===== src/design/bpau_pkg.sv =====
`timescale 1ns / 1ps

package bpau_pkg;

  // Pixel format codes.
  localparam logic [1:0] FMT_PAL1   = 2'd0;
  localparam logic [1:0] FMT_BGR24  = 2'd1;
  localparam logic [1:0] FMT_BGRA32 = 2'd2;
  localparam logic [1:0] FMT_NONE   = 2'd3;

  // Configuration register indexes.
  localparam int          CFG_IDX_W          = 3;
  localparam logic [2:0]  REG_IMAGE_WIDTH    = 3'd0;
  localparam logic [2:0]  REG_IMAGE_HEIGHT   = 3'd1;
  localparam logic [2:0]  REG_BOTTOM_UP      = 3'd2;
  localparam logic [2:0]  REG_PIXEL_FORMAT   = 3'd3;
  localparam logic [2:0]  REG_PALETTE_COLOR0 = 3'd4;
  localparam logic [2:0]  REG_PALETTE_COLOR1 = 3'd5;
  localparam int          CFG_DATA_W         = 24;

  // Depth of the job queue between front and back.
  localparam int QUEUE_DEPTH = 4;

  // Configuration registers as written.
  typedef struct packed {
    logic [12:0] image_width;
    logic [12:0] image_height;
    logic        bottom_up;
    logic [1:0]  pixel_format;
    logic [23:0] palette_color0;
    logic [23:0] palette_color1;
  } cfg_t;

  // One job: a single finished pixel, or a palette byte that yields a run of pixels.
  // For a single pixel, data holds {alpha, blue, green, red}; for a palette run,
  // data[7:0] holds the source byte.
  typedef struct packed {
    logic        is_palette;
    logic [31:0] data;
    logic [3:0]  count;
    logic [11:0] column;
    logic [11:0] image_row;
    logic        ends_frame;
  } job_t;

endpackage


===== src/design/bmp_pixel_array_unpacker.sv =====
`timescale 1ns / 1ps

// Channel   Direction  Payload
// s_axis    in         tdata[7:0] data_byte
// m_axis    out        tdata: red, green, blue, alpha, column, image_row;
//                      tlast last_of_run; tuser frame_end
// cfg       in         cfg_we_i, cfg_idx_i, cfg_data_i (write only)
//
// A 24-bit or 32-bit byte is taken every cycle while the queue has room, and
// every third or fourth byte yields one pixel. A 1-bit byte expands to up to
// eight pixels, one per cycle in the back end while m_axis is ready; the
// four-entry job queue absorbs short bursts. A pixel reaches m_axis through
// the job queue and then the output register.
// Reset clears the row counters and loads the default configuration.
// A stall on m_axis fills the queue, which then drops s_axis_tready.

module bmp_pixel_array_unpacker #(
  parameter int MAX_WIDTH  = 4096,
  parameter int MAX_HEIGHT = 4096
) (
  input  logic                               clk_i,
  input  logic                               rst_ni,
  input  logic                               s_axis_tvalid,
  output logic                               s_axis_tready,
  input  logic [7:0]                         s_axis_tdata,  // [7:0] data_byte
  output logic                               m_axis_tvalid,
  input  logic                               m_axis_tready,
  // [7:0] red, [15:8] green, [23:16] blue, [31:24] alpha,
  // [43:32] column, [55:44] image_row
  output logic [55:0]                        m_axis_tdata,
  output logic                               m_axis_tlast,
  output logic                               m_axis_tuser,  // [0] frame_end
  input  logic                               cfg_we_i,
  input  logic [bpau_pkg::CFG_IDX_W-1:0]     cfg_idx_i,
  input  logic [bpau_pkg::CFG_DATA_W-1:0]    cfg_data_i
);

  bpau_pkg::cfg_t cfg_q, cfg_d;
  bpau_pkg::job_t job_in;
  bpau_pkg::job_t job_head;
  logic           push;
  logic           pop;
  logic           q_full;
  logic           q_empty;

  // Configuration register writes.
  always_comb begin
    cfg_d = cfg_q;
    if (cfg_we_i) begin
      unique case (cfg_idx_i)
        bpau_pkg::REG_IMAGE_WIDTH:    cfg_d.image_width    = cfg_data_i[12:0];
        bpau_pkg::REG_IMAGE_HEIGHT:   cfg_d.image_height   = cfg_data_i[12:0];
        bpau_pkg::REG_BOTTOM_UP:      cfg_d.bottom_up      = cfg_data_i[0];
        bpau_pkg::REG_PIXEL_FORMAT:   cfg_d.pixel_format   = cfg_data_i[1:0];
        bpau_pkg::REG_PALETTE_COLOR0: cfg_d.palette_color0 = cfg_data_i;
        bpau_pkg::REG_PALETTE_COLOR1: cfg_d.palette_color1 = cfg_data_i;
        default:                      cfg_d = cfg_q;
      endcase
    end
  end

  always_ff @(posedge clk_i or negedge rst_ni) begin
    if (!rst_ni) begin
      cfg_q.image_width    <= 13'd1;
      cfg_q.image_height   <= 13'd1;
      cfg_q.bottom_up      <= 1'b1;
      cfg_q.pixel_format   <= bpau_pkg::FMT_BGR24;
      cfg_q.palette_color0 <= 24'h000000;
      cfg_q.palette_color1 <= 24'hFFFFFF;
    end else begin
      cfg_q <= cfg_d;
    end
  end

  bpau_front #(
    .MAX_WIDTH  (MAX_WIDTH),
    .MAX_HEIGHT (MAX_HEIGHT)
  ) u_front (
    .clk_i        (clk_i),
    .rst_ni       (rst_ni),
    .cfg_i        (cfg_q),
    .s_valid_i    (s_axis_tvalid),
    .s_ready_o    (s_axis_tready),
    .s_data_i     (s_axis_tdata),
    .queue_full_i (q_full),
    .push_o       (push),
    .job_o        (job_in)
  );

  bpau_queue u_queue (
    .clk_i   (clk_i),
    .rst_ni  (rst_ni),
    .push_i  (push),
    .data_i  (job_in),
    .full_o  (q_full),
    .pop_i   (pop),
    .empty_o (q_empty),
    .data_o  (job_head)
  );

  bpau_back u_back (
    .clk_i        (clk_i),
    .rst_ni       (rst_ni),
    .cfg_i        (cfg_q),
    .head_valid_i (!q_empty),
    .head_i       (job_head),
    .pop_o        (pop),
    .m_valid_o    (m_axis_tvalid),
    .m_ready_i    (m_axis_tready),
    .m_data_o     (m_axis_tdata),
    .m_last_o     (m_axis_tlast),
    .m_user_o     (m_axis_tuser)
  );

endmodule


===== src/design/bpau_front.sv =====
`timescale 1ns / 1ps

module bpau_front #(
  parameter int MAX_WIDTH  = 4096,
  parameter int MAX_HEIGHT = 4096
) (
  input  logic            clk_i,
  input  logic            rst_ni,
  input  bpau_pkg::cfg_t  cfg_i,
  input  logic            s_valid_i,
  output logic            s_ready_o,
  input  logic [7:0]      s_data_i,
  input  logic            queue_full_i,
  output logic            push_o,
  output bpau_pkg::job_t  job_o
);

  localparam int CW  = $clog2(MAX_WIDTH + 1);
  localparam int XW  = (CW > 13) ? CW : 13;
  localparam int HW  = $clog2(MAX_HEIGHT + 1);
  localparam int YW  = (HW > 13) ? HW : 13;
  localparam int RCW = $clog2(MAX_HEIGHT);
  localparam int BW  = $clog2(MAX_WIDTH * 4 + 1);
  localparam int RBW = $clog2(MAX_WIDTH * 4);
  localparam int DW  = (HW > 12) ? HW : 12;

  logic [CW-1:0]  col_q, col_d;
  logic [RBW-1:0] rbc_q, rbc_d;
  logic [RCW-1:0] src_q, src_d;
  logic [23:0]    asm_q, asm_d;
  logic [1:0]     phase_q, phase_d;

  logic [XW-1:0]  w_raw;
  logic [YW-1:0]  h_raw;
  logic [CW-1:0]  w;
  logic [HW-1:0]  h;
  logic [BW-1:0]  w_b;
  logic [BW-1:0]  row_len;
  logic           row_end;
  logic           last_row;
  logic [DW-1:0]  dest;
  logic           col_lt_w;
  logic [CW-1:0]  rem;
  logic [3:0]     pal_n;
  logic [3:0]     emit_n;
  logic [1:0]     last_phase;
  logic           accept;

  assign s_ready_o = !queue_full_i;
  assign accept    = s_valid_i && s_ready_o;

  // Clamp the image dimensions into their legal range.
  assign w_raw = XW'(cfg_i.image_width);
  assign h_raw = YW'(cfg_i.image_height);

  always_comb begin
    priority if (w_raw == '0) begin
      w = CW'(1);
    end else if (w_raw > XW'(MAX_WIDTH)) begin
      w = CW'(MAX_WIDTH);
    end else begin
      w = CW'(w_raw);
    end
    priority if (h_raw == '0) begin
      h = HW'(1);
    end else if (h_raw > YW'(MAX_HEIGHT)) begin
      h = HW'(MAX_HEIGHT);
    end else begin
      h = HW'(h_raw);
    end
  end

  // Stored row length in bytes, padded to a multiple of four.
  assign w_b = BW'(w);

  always_comb begin
    unique case (cfg_i.pixel_format)
      bpau_pkg::FMT_PAL1:  row_len = ((w_b + BW'(31)) >> 5) << 2;
      bpau_pkg::FMT_BGR24: row_len = ((w_b + (w_b << 1) + BW'(3)) >> 2) << 2;
      default:             row_len = w_b << 2;
    endcase
  end

  assign row_end  = (BW'(rbc_q) + BW'(1)) >= row_len;
  assign last_row = (HW'(src_q) + HW'(1)) >= h;
  assign dest     = cfg_i.bottom_up ? (DW'(h) - DW'(1) - DW'(src_q)) : DW'(src_q);

  // Pixels left in the row bound the run of a palette byte.
  assign col_lt_w = col_q < w;
  assign rem      = w - col_q;
  assign pal_n    = (rem >= CW'(8)) ? 4'd8 : rem[3:0];

  assign last_phase = (cfg_i.pixel_format == bpau_pkg::FMT_BGR24) ? 2'd2 : 2'd3;

  // Classify the byte, build its job and advance the row counters.
  always_comb begin
    col_d   = col_q;
    rbc_d   = rbc_q;
    src_d   = src_q;
    asm_d   = asm_q;
    phase_d = phase_q;
    push_o  = 1'b0;
    emit_n  = 4'd1;
    job_o   = '0;

    job_o.column    = 12'(col_q);
    job_o.image_row = dest[11:0];

    if (accept && (cfg_i.pixel_format != bpau_pkg::FMT_NONE)) begin
      if (cfg_i.pixel_format == bpau_pkg::FMT_PAL1) begin
        if (col_lt_w) begin
          push_o           = 1'b1;
          emit_n           = pal_n;
          job_o.is_palette = 1'b1;
          job_o.data       = {24'h0, s_data_i};
          job_o.count      = pal_n;
          col_d            = col_q + CW'(pal_n);
        end
      end else if (phase_q < last_phase) begin
        asm_d   = asm_q | (24'(s_data_i) << {phase_q, 3'b000});
        phase_d = phase_q + 2'd1;
      end else begin
        if (col_lt_w) begin
          push_o      = 1'b1;
          job_o.count = 4'd1;
          if (cfg_i.pixel_format == bpau_pkg::FMT_BGR24) begin
            job_o.data = {8'hFF, asm_q[7:0], asm_q[15:8], s_data_i};
          end else begin
            job_o.data = {s_data_i, asm_q[7:0], asm_q[15:8], asm_q[23:16]};
          end
          col_d = col_q + CW'(1);
        end
        asm_d   = '0;
        phase_d = 2'd0;
      end

      if (row_end) begin
        rbc_d   = '0;
        col_d   = '0;
        phase_d = 2'd0;
        asm_d   = '0;
        src_d   = last_row ? '0 : (src_q + RCW'(1));
      end else begin
        rbc_d = rbc_q + RBW'(1);
      end
    end

    job_o.ends_frame = last_row && ((col_q + CW'(emit_n)) == w);
  end

  always_ff @(posedge clk_i or negedge rst_ni) begin
    if (!rst_ni) begin
      col_q   <= '0;
      rbc_q   <= '0;
      src_q   <= '0;
      asm_q   <= '0;
      phase_q <= 2'd0;
    end else begin
      col_q   <= col_d;
      rbc_q   <= rbc_d;
      src_q   <= src_d;
      asm_q   <= asm_d;
      phase_q <= phase_d;
    end
  end

endmodule


===== src/design/bpau_queue.sv =====
`timescale 1ns / 1ps

module bpau_queue (
  input  logic            clk_i,
  input  logic            rst_ni,
  input  logic            push_i,
  input  bpau_pkg::job_t  data_i,
  output logic            full_o,
  input  logic            pop_i,
  output logic            empty_o,
  output bpau_pkg::job_t  data_o
);

  localparam int PW = $clog2(bpau_pkg::QUEUE_DEPTH);

  bpau_pkg::job_t        mem_q [bpau_pkg::QUEUE_DEPTH];
  logic [PW-1:0]         wr_ptr_q, wr_ptr_d;
  logic [PW-1:0]         rd_ptr_q, rd_ptr_d;
  logic [PW:0]           cnt_q, cnt_d;
  logic                  do_push;
  logic                  do_pop;

  assign full_o  = cnt_q == (PW + 1)'(bpau_pkg::QUEUE_DEPTH);
  assign empty_o = cnt_q == '0;
  assign data_o  = mem_q[rd_ptr_q];

  assign do_push = push_i && !full_o;
  assign do_pop  = pop_i && !empty_o;

  // Pointer and fill count bookkeeping.
  always_comb begin
    wr_ptr_d = do_push ? (wr_ptr_q + PW'(1)) : wr_ptr_q;
    rd_ptr_d = do_pop ? (rd_ptr_q + PW'(1)) : rd_ptr_q;
    cnt_d    = cnt_q;
    if (do_push && !do_pop) begin
      cnt_d = cnt_q + (PW + 1)'(1);
    end else if (do_pop && !do_push) begin
      cnt_d = cnt_q - (PW + 1)'(1);
    end
  end

  always_ff @(posedge clk_i or negedge rst_ni) begin
    if (!rst_ni) begin
      wr_ptr_q <= '0;
      rd_ptr_q <= '0;
      cnt_q    <= '0;
    end else begin
      wr_ptr_q <= wr_ptr_d;
      rd_ptr_q <= rd_ptr_d;
      cnt_q    <= cnt_d;
    end
  end

  // Entry storage needs no reset.
  always_ff @(posedge clk_i) begin
    if (do_push) begin
      mem_q[wr_ptr_q] <= data_i;
    end
  end

endmodule


===== src/design/bpau_back.sv =====
`timescale 1ns / 1ps

module bpau_back (
  input  logic            clk_i,
  input  logic            rst_ni,
  input  bpau_pkg::cfg_t  cfg_i,
  input  logic            head_valid_i,
  input  bpau_pkg::job_t  head_i,
  output logic            pop_o,
  output logic            m_valid_o,
  input  logic            m_ready_i,
  output logic [55:0]     m_data_o,
  output logic            m_last_o,
  output logic            m_user_o
);

  logic [2:0]  k_q, k_d;
  logic        out_vld_q, out_vld_d;
  logic [55:0] out_data_q;
  logic        out_last_q;
  logic        out_user_q;
  logic        load;
  logic        run_last;
  logic [7:0]  pbyte;
  logic        pbit;
  logic [23:0] pcolor;
  logic [31:0] rgba;
  logic [11:0] col;

  // The output register is free when empty or being drained this cycle.
  assign load     = head_valid_i && (!out_vld_q || m_ready_i);
  assign run_last = {1'b0, k_q} == (head_i.count - 4'd1);
  assign pop_o    = load && run_last;

  // Palette lookup, most significant bit first.
  assign pbyte  = head_i.data[7:0];
  assign pbit   = pbyte[3'd7 - k_q];
  assign pcolor = pbit ? cfg_i.palette_color1 : cfg_i.palette_color0;
  assign rgba   = head_i.is_palette ? {8'hFF, pcolor[7:0], pcolor[15:8], pcolor[23:16]}
                                    : head_i.data;
  assign col    = head_i.column + 12'(k_q);

  always_comb begin
    k_d = k_q;
    if (load) begin
      k_d = run_last ? 3'd0 : (k_q + 3'd1);
    end
    out_vld_d = out_vld_q;
    if (load) begin
      out_vld_d = 1'b1;
    end else if (m_ready_i) begin
      out_vld_d = 1'b0;
    end
  end

  always_ff @(posedge clk_i or negedge rst_ni) begin
    if (!rst_ni) begin
      k_q       <= 3'd0;
      out_vld_q <= 1'b0;
    end else begin
      k_q       <= k_d;
      out_vld_q <= out_vld_d;
    end
  end

  // Output payload register.
  always_ff @(posedge clk_i) begin
    if (load) begin
      out_data_q <= {head_i.image_row, col, rgba};
      out_last_q <= run_last;
      out_user_q <= run_last && head_i.ends_frame;
    end
  end

  assign m_valid_o = out_vld_q;
  assign m_data_o  = out_data_q;
  assign m_last_o  = out_last_q;
  assign m_user_o  = out_user_q;

endmodule

===== config.mk =====
export PLATFORM = sky130hd
export DESIGN_NAME = bmp_pixel_array_unpacker
export DESIGN_NICKNAME = d
export VERILOG_FILES = /design/src/design/bpau_pkg.sv /design/src/design/bmp_pixel_array_unpacker.sv /design/src/design/bpau_front.sv /design/src/design/bpau_queue.sv /design/src/design/bpau_back.sv
export SDC_FILE = /design/constraint.sdc
export NUM_CORES = 1
export LEC_CHECK = 0
export BUFFER_PORTS_ARGS = -buffer_cell sky130_fd_sc_hd__buf_2
export CAP_MARGIN = 20
export CORE_AREA = 2 2 205 207
export DETAILED_ROUTE_END_ITERATION = 7
export DIE_AREA = 0 0 207 209
export PLACE_DENSITY = 0.75
export SYNTH_ARGS = -nofsm -noshare
export SYNTH_HDL_FRONTEND = slang
export SYNTH_SLANG_ARGS = --single-unit

===== constraint.sdc =====
create_clock -name clk_i -period 5.2 [get_ports clk_i]
set_input_delay 1.04 -clock clk_i [delete_from_list [all_inputs] [get_ports clk_i]]
set_output_delay 1.04 -clock clk_i [all_outputs]
set_load 0.05 [all_outputs]

### Yosys cells after proc, flatten, opt, wreduce, memory -nomap -nowiden

Memory sizes are Yosys's and may differ from the RTL's.
Cells that the tools add are included.

* bitwise gates (word level): 1
* mux-type cells: 46
* order comparisons: 8
* equality and inequality tests: 12
* shift operators: 1
* reductions and logical operators: 33
* add/sub/neg operators: 22

Operator list (count)
* 24-bit 2-to-1 mux: 5
* 13-bit 2-to-1 mux: 9
* 36-bit 2-to-1 mux: 3
* 37-bit 2-to-1 mux: 2
* 32-bit 2-to-1 mux: 1
* 15-bit case mux with 2 select lines: 1
* 13-bit by 4-bit adder with 13-bit output: 2
* 13-bit > comparator, second input constant: 2
* 13-bit logical NOT: 2
* 12-bit 2-to-1 mux: 2
* 24-bit OR: 1
* 8-bit by 5-bit left shift with 24-bit output: 1
* 4-bit 2-to-1 mux: 4
* 2-bit AND reduction: 8
* 13-bit by 14-bit adder with 15-bit output: 1
* 14-bit by 1-bit adder with 15-bit output, second input constant: 1
* 15-bit by 2-bit adder with 15-bit output, second input constant: 1
* 15-bit greater-or-equal comparator: 1
* 13-bit by 5-bit adder with 14-bit output, second input constant: 1
* 14-bit by 1-bit adder with 14-bit output, second input constant: 1
* 14-bit 2-to-1 mux: 1
* 12-bit by 1-bit adder with 13-bit output, second input constant: 1
* 13-bit by 1-bit adder with 13-bit output, second input constant: 1
* 13-bit == test: 1
* 34 further kinds: 70

* memories kept: 1
* output and inout port bits: 60
* bits in writable memories: 248
* bits of input ports: 40
* bits in registers: 211
* logic and storage cells: 144

Memory list
* u_queue.mem_q: depth 4, width 62, rd ports 1, clocked after Yosys merged registers in 0, write ports 1, line bpau_queue.sv:16 `bpau_pkg::job_t mem_q [bpau_pkg::QUEUE_DEPTH];`

### Logic depth before layout (Yosys ltp)

* word-level depth: 13
* gate-level depth with buffers: 25
* gate-level depth less buffers: 25

### Hierarchy

Synthesis repeated with hierarchy kept, for this count alone.

* cells, all modules: 1705
* area, all modules: 22919.5 um2

Modules (own cells, without submodules)
* bpau_queue: area an instance 9444.1 um2, cells an instance 360, sequential area each 7622.3 um2, instances 1
* bpau_front: area an instance 7519.7 um2, cells an instance 962, sequential area each 1626.6 um2, instances 1
* bmp_pixel_array_unpacker: area an instance 3051.7 um2, cells an instance 168, sequential area each 1961.9 um2, instances 1
* bpau_back: area an instance 2904.0 um2, cells an instance 215, sequential area each 1841.8 um2, instances 1

### Worst setup path before layout

No wires, ideal clock.

* kind: register to register
* start point: register cfg_q[70] (netlist bit)
* end point: memory u_queue.mem_q[0][0] (netlist bit) (data pin)
* required time: 5.052 ns
* arrival time: 5.112 ns
* period minus slack after synthesis: 5.260 ns
* stages on the path, launching flop included: 22
* setup time: 0.148 ns
* slack: -0.060 ns
* buffers on the path: 0
* path through: dfrtp_1 nor4_1 nand4_1 a21oi_1 inv_1 ha_1 fa_1 nor2b_1 o21a_1 a2bb2oi_1 a21oi_1 nor4_1 o311ai_1 nor4b_2 and3_1 ha_1 a21o_1 a21oi_1 o21ai_0 a211o_1 a2111oi_0 and3_1

RTL lines
* from (decl): line bmp_pixel_array_unpacker.sv:38 `bpau_pkg::cfg_t cfg_q, cfg_d;`
* from (signal assigned): line bmp_pixel_array_unpacker.sv:71 `cfg_q <= cfg_d;`
* to (decl): line bpau_queue.sv:16

==> flow_metrics.py <==
metrics = {
    "logic_synthesis": {
        "netlist.top_cell.by_area": "edfxtp_1",
        "synthArstFlopShare_pct": 33.33,
        "yosys_most_used_dff": "edfxtp_1",
        "ys_seq_area_share_pct": 58.19,
        "yosysWarnings": 0,
        "yosysMostFrequentCell": "edfxtp_1",
        "syn_area_sq_um": 22430,
        "synth_common_cells": "306 x edfxtp_1, 125 x dfrtp_1, 108 x nor2_1, 104 x nand2_1, 99 x a21oi_1",
        "syn_inst": 1697,
        "synthTopCellsByArea": "edfxtp_1 41%, dfrtp_1 14%, mux4_2 5.5%, ha_1 5.4%, mux2_2 4.0%",
        "synth_enable_flop_cells": 306,
        "ys_types": 75,
        "avgSynthCellArea_sq_um": 13.22,
        "synth_nets": 1840,
        "ys_ff_latch": 459,
        "synth.top_cell.area_share_pct": 40.97,
    },
    "final_layout": {
        "diodes": 0,
        "area_delta_synth_final_pct": 17.12,
        "final_cells": 2478,
        "fillers": 3017,
        "drive_gt1_share_pct": 27.95,
        "nets": 2044,
        "fin_area_sq_um": 26270,
    },
    "timing": {
        "worst_slack_ns": -0.2621,
        "clock_skew_ns": 0.02434,
        "fmax_mhz": 183.1,
        "finalCritPeriodShare_pct": 105.0,
        "worst_pin_slew_ns": 0.9369,
        "slew_violations": 0,
        "finalSetupViolCount": 4,
        "max-slew-margin-rel_pct": 37.16,
        "period_minus_slack_ns": 5.462,
        "finalHoldViolations": 0,
        "rsz0062_at_grt": "yes",
    },
    "placement": {
        "gp_congestion": 0.9603,
        "place_hpwl_mm": 35.90,
        "dp_slack_ns": -0.5080,
        "dpl.cell_count": 2371,
        "place_area_sq_um": 24170,
        "place.port_buffers": 99,
    },
    "global_routing": {
        "grt_max_degree": 82,
        "grt-busiest-layer": "met2",
        "met1_usage_pct": 33.12,
        "antenna_found_initial": 0,
        "grt_pass1_vias": 15140,
        "met3_usage_pct": 2.645,
        "grt_pass1_wl_mm": 82.98,
        "grt.met2_usage_pct": 40.62,
        "grtUsageTotal_pct": 24.07,
        "grt_overflow": 0,
    },
    "critical_path": {
        "crit_path_end_kind": "flop",
        "max_stage_delay_ns": 0.54,
        "crit_path_frequent_cell": "inv_2",
        "reg2reg_depth": 25,
        "cp_top_family": "simple AND/OR/NAND/NOR gates",
        "cp_max_fo": 8,
        "critPathKind": "reg2reg",
        "cp_num_buf_inv": 3,
        "cp.required_ns": 5.62,
        "cp-start-kind": "flop",
        "cp.depth": 25,
        "cp_slowest_cell": "or4b_4",
        "critPathArrivalTime_ns": 5.88,
    },
    "clock_network": {
        "hold_buffers": 0,
        "cts-htree-levels": 2,
        "cts.sinks": 459,
        "cts_tree": "done",
        "cts_buffer_depth": 3,
        "clk_latency_ns": 0.57,
        "clk_pin_slew_ns": 0.06,
        "root_buffer": "clkbuf_16",
        "numCtsBuffers": 46,
    },
    "pwr": {
        "cellPowerDensity_nw_per_um2": 586.4,
        "ir_worst_vdd_mv": 0.3136,
        "power.total_mw": 15.41,
        "p_leak_nw": 10.44,
    },
    "floorplan": {
        "core-area_sq_um": 41290,
        "dieWidth_um": 207,
        "start_util_pct": 54.32,
        "rows": 75,
        "die-area_sq_um": 43260,
        "die_h_um": 209,
        "io-pin-count": 100,
    },
    "run_status": {
        "violations": "negative setup slack",
        "outcome": "complete, but fails checks",
    },
    "route": {
        "drtIter0Drc": 1255,
        "detail-route-antenna-nets": 0,
        "vias": 14940,
        "drc": 0,
        "routed_via_density": 6.027,
        "wire_per_inst_um": 21.27,
        "first_pass_iters": 5,
        "routed_wirelength_mm": 52.71,
    },
    "hold_path": {
        "hold_path.class": "in2async",
    },
    "run": {
        "max_cap_viol_count": 0,
    },
}
[cells by family (layout without fill, tap and decap cells)]
logic type	after synthesis	in the layout	share of synthesized area [%]
buf+inv	147	389	2.689
simple gates	414	414	9.009
compound gates	308	308	8.680
fa+ha+maj	103	103	5.946
xor+xnor	95	95	3.709
flops	459	459	58.19
mux	171	171	11.78
[placed cells by master (no fill, tap or decap), types with 60 or more instances in the layout]
cell      netlist  final
buf_2           9    100
xnor2_1        73     73
a21oi_1        99     87
mux2_2         79     79
buf_4           0    105
dfrtp_1       125    123
nor2_1        108    103
ha_1           97     94
inv_1          78     74
o21ai_0        66     60
nand2_1       104    101
edfxtp_1      306    306
[where the power goes]
part | internal, mW | switching, mW | total, mW
sequential | 5.08 | 0.552 | 5.63
clock | 1.90 | 1.39 | 3.29
combinational | 2.55 | 3.93 | 6.48
[layer usage]
metal | wire (um) | part of all wire, %
met5 | 0 | 0
met4 | 1403 | 2.7
met3 | 2827 | 5.4
met2 | 25830 | 49
met1 | 22660 | 43
[state kept, by name, indices dropped and copies added, names as in the netlist]
| register | cells |
|---|---|
| u_front.phase_q | 2 |
| u_back.k_q | 3 |
| u_front.asm_q | 24 |
| u_queue.mem_q | 248 |
| u_queue.rd_ptr_q | 2 |
| u_back.m_user_o | 1 |
| u_front.rbc_q | 14 |
| u_back.m_valid_o | 1 |
| u_front.src_q | 12 |
| u_queue.wr_ptr_q | 2 |
| u_queue.cnt_q | 3 |
| u_back.m_data_o | 56 |
| u_front.col_q | 13 |
| cfg_q | 77 |
| u_back.m_last_o | 1 |
[metrics by stage]
stage	hold slack [ns]	utilization [%]	setup TNS, ns
after floorplan	0.4545	-	0
after global placement	0.4692	58.53	-0.9375
after detailed placement	0.4803	58.53	-3.312
after CTS	0.4968	62.49	-0.5931
after global routing	0.5191	63.63	-3.987
final	0.4970	63.63	-1.048
[worst register-to-register path, stage by stage, from the launching register on]
cell and delay [ns]:
dfrtp_1 0.41, nor4_4 0.35, nand4_1 0.21, a21oi_2 0.24, inv_2 0.08, ha_4 0.17
fa_2 0.35, nor2b_1 0.14, o21a_1 0.20, a2bb2oi_1 0.17, a21oi_1 0.10, nor4_2 0.25
o311ai_4 0.18, or4b_4 0.54, nand2_4 0.08, ha_4 0.12, inv_2 0.04, fa_2 0.38
inv_2 0.06, a21o_1 0.14, a21oi_4 0.09, nor2_2 0.13, xnor2_1 0.12, nand4_1 0.16
a2111oi_4 0.39, and3_4 0.25
[final cells by class]
class                   instances  area, sq um  share of cell area, %
clock buffers                  66         1287                  4.901
clock inverters                20        229.0                 0.8716
inverters                      82        307.8                  1.172
multi-input cells            1091         9185                  34.96
flip-flops and latches        459        13060                  49.70
well taps                     539        674.4                  2.567
repair buffers                221         1530                  5.825
[final timing paths]
check	slack [ns]	start	endpoint
worst max-delay path	-0.26	cfg_q[75]$_DFFE_PN0P_	u_queue.mem_q[1][0]$_DFFE_PP_
max in group asynchronous	3.59	rst_ni	cfg_q[10]$_DFFE_PN1P_
min in group clk_i	0.50	u_front.asm_q[15]$_DFFE_PN0P_	u_front.asm_q[15]$_DFFE_PN0P_
worst max register to register	-0.26	cfg_q[75]$_DFFE_PN0P_	u_queue.mem_q[1][0]$_DFFE_PP_
worst min-delay path	0.50	rst_ni	u_front.rbc_q[4]$_DFFE_PN0P_
worst min register to register	0.50	u_front.asm_q[15]$_DFFE_PN0P_	u_front.asm_q[15]$_DFFE_PN0P_
[what timing repair did]
action | 4_1_cts | 5_1_grt
gates cloned | 0 | 2
hold endpoints to repair | 0 | 0
gates resized for setup | 20 | 74
pin swaps | 15 | 44
endpoints found under the setup margin | 40 | 66
buffers inserted | 6 | 14
Note: power is estimated with default switching activity, not from simulation.
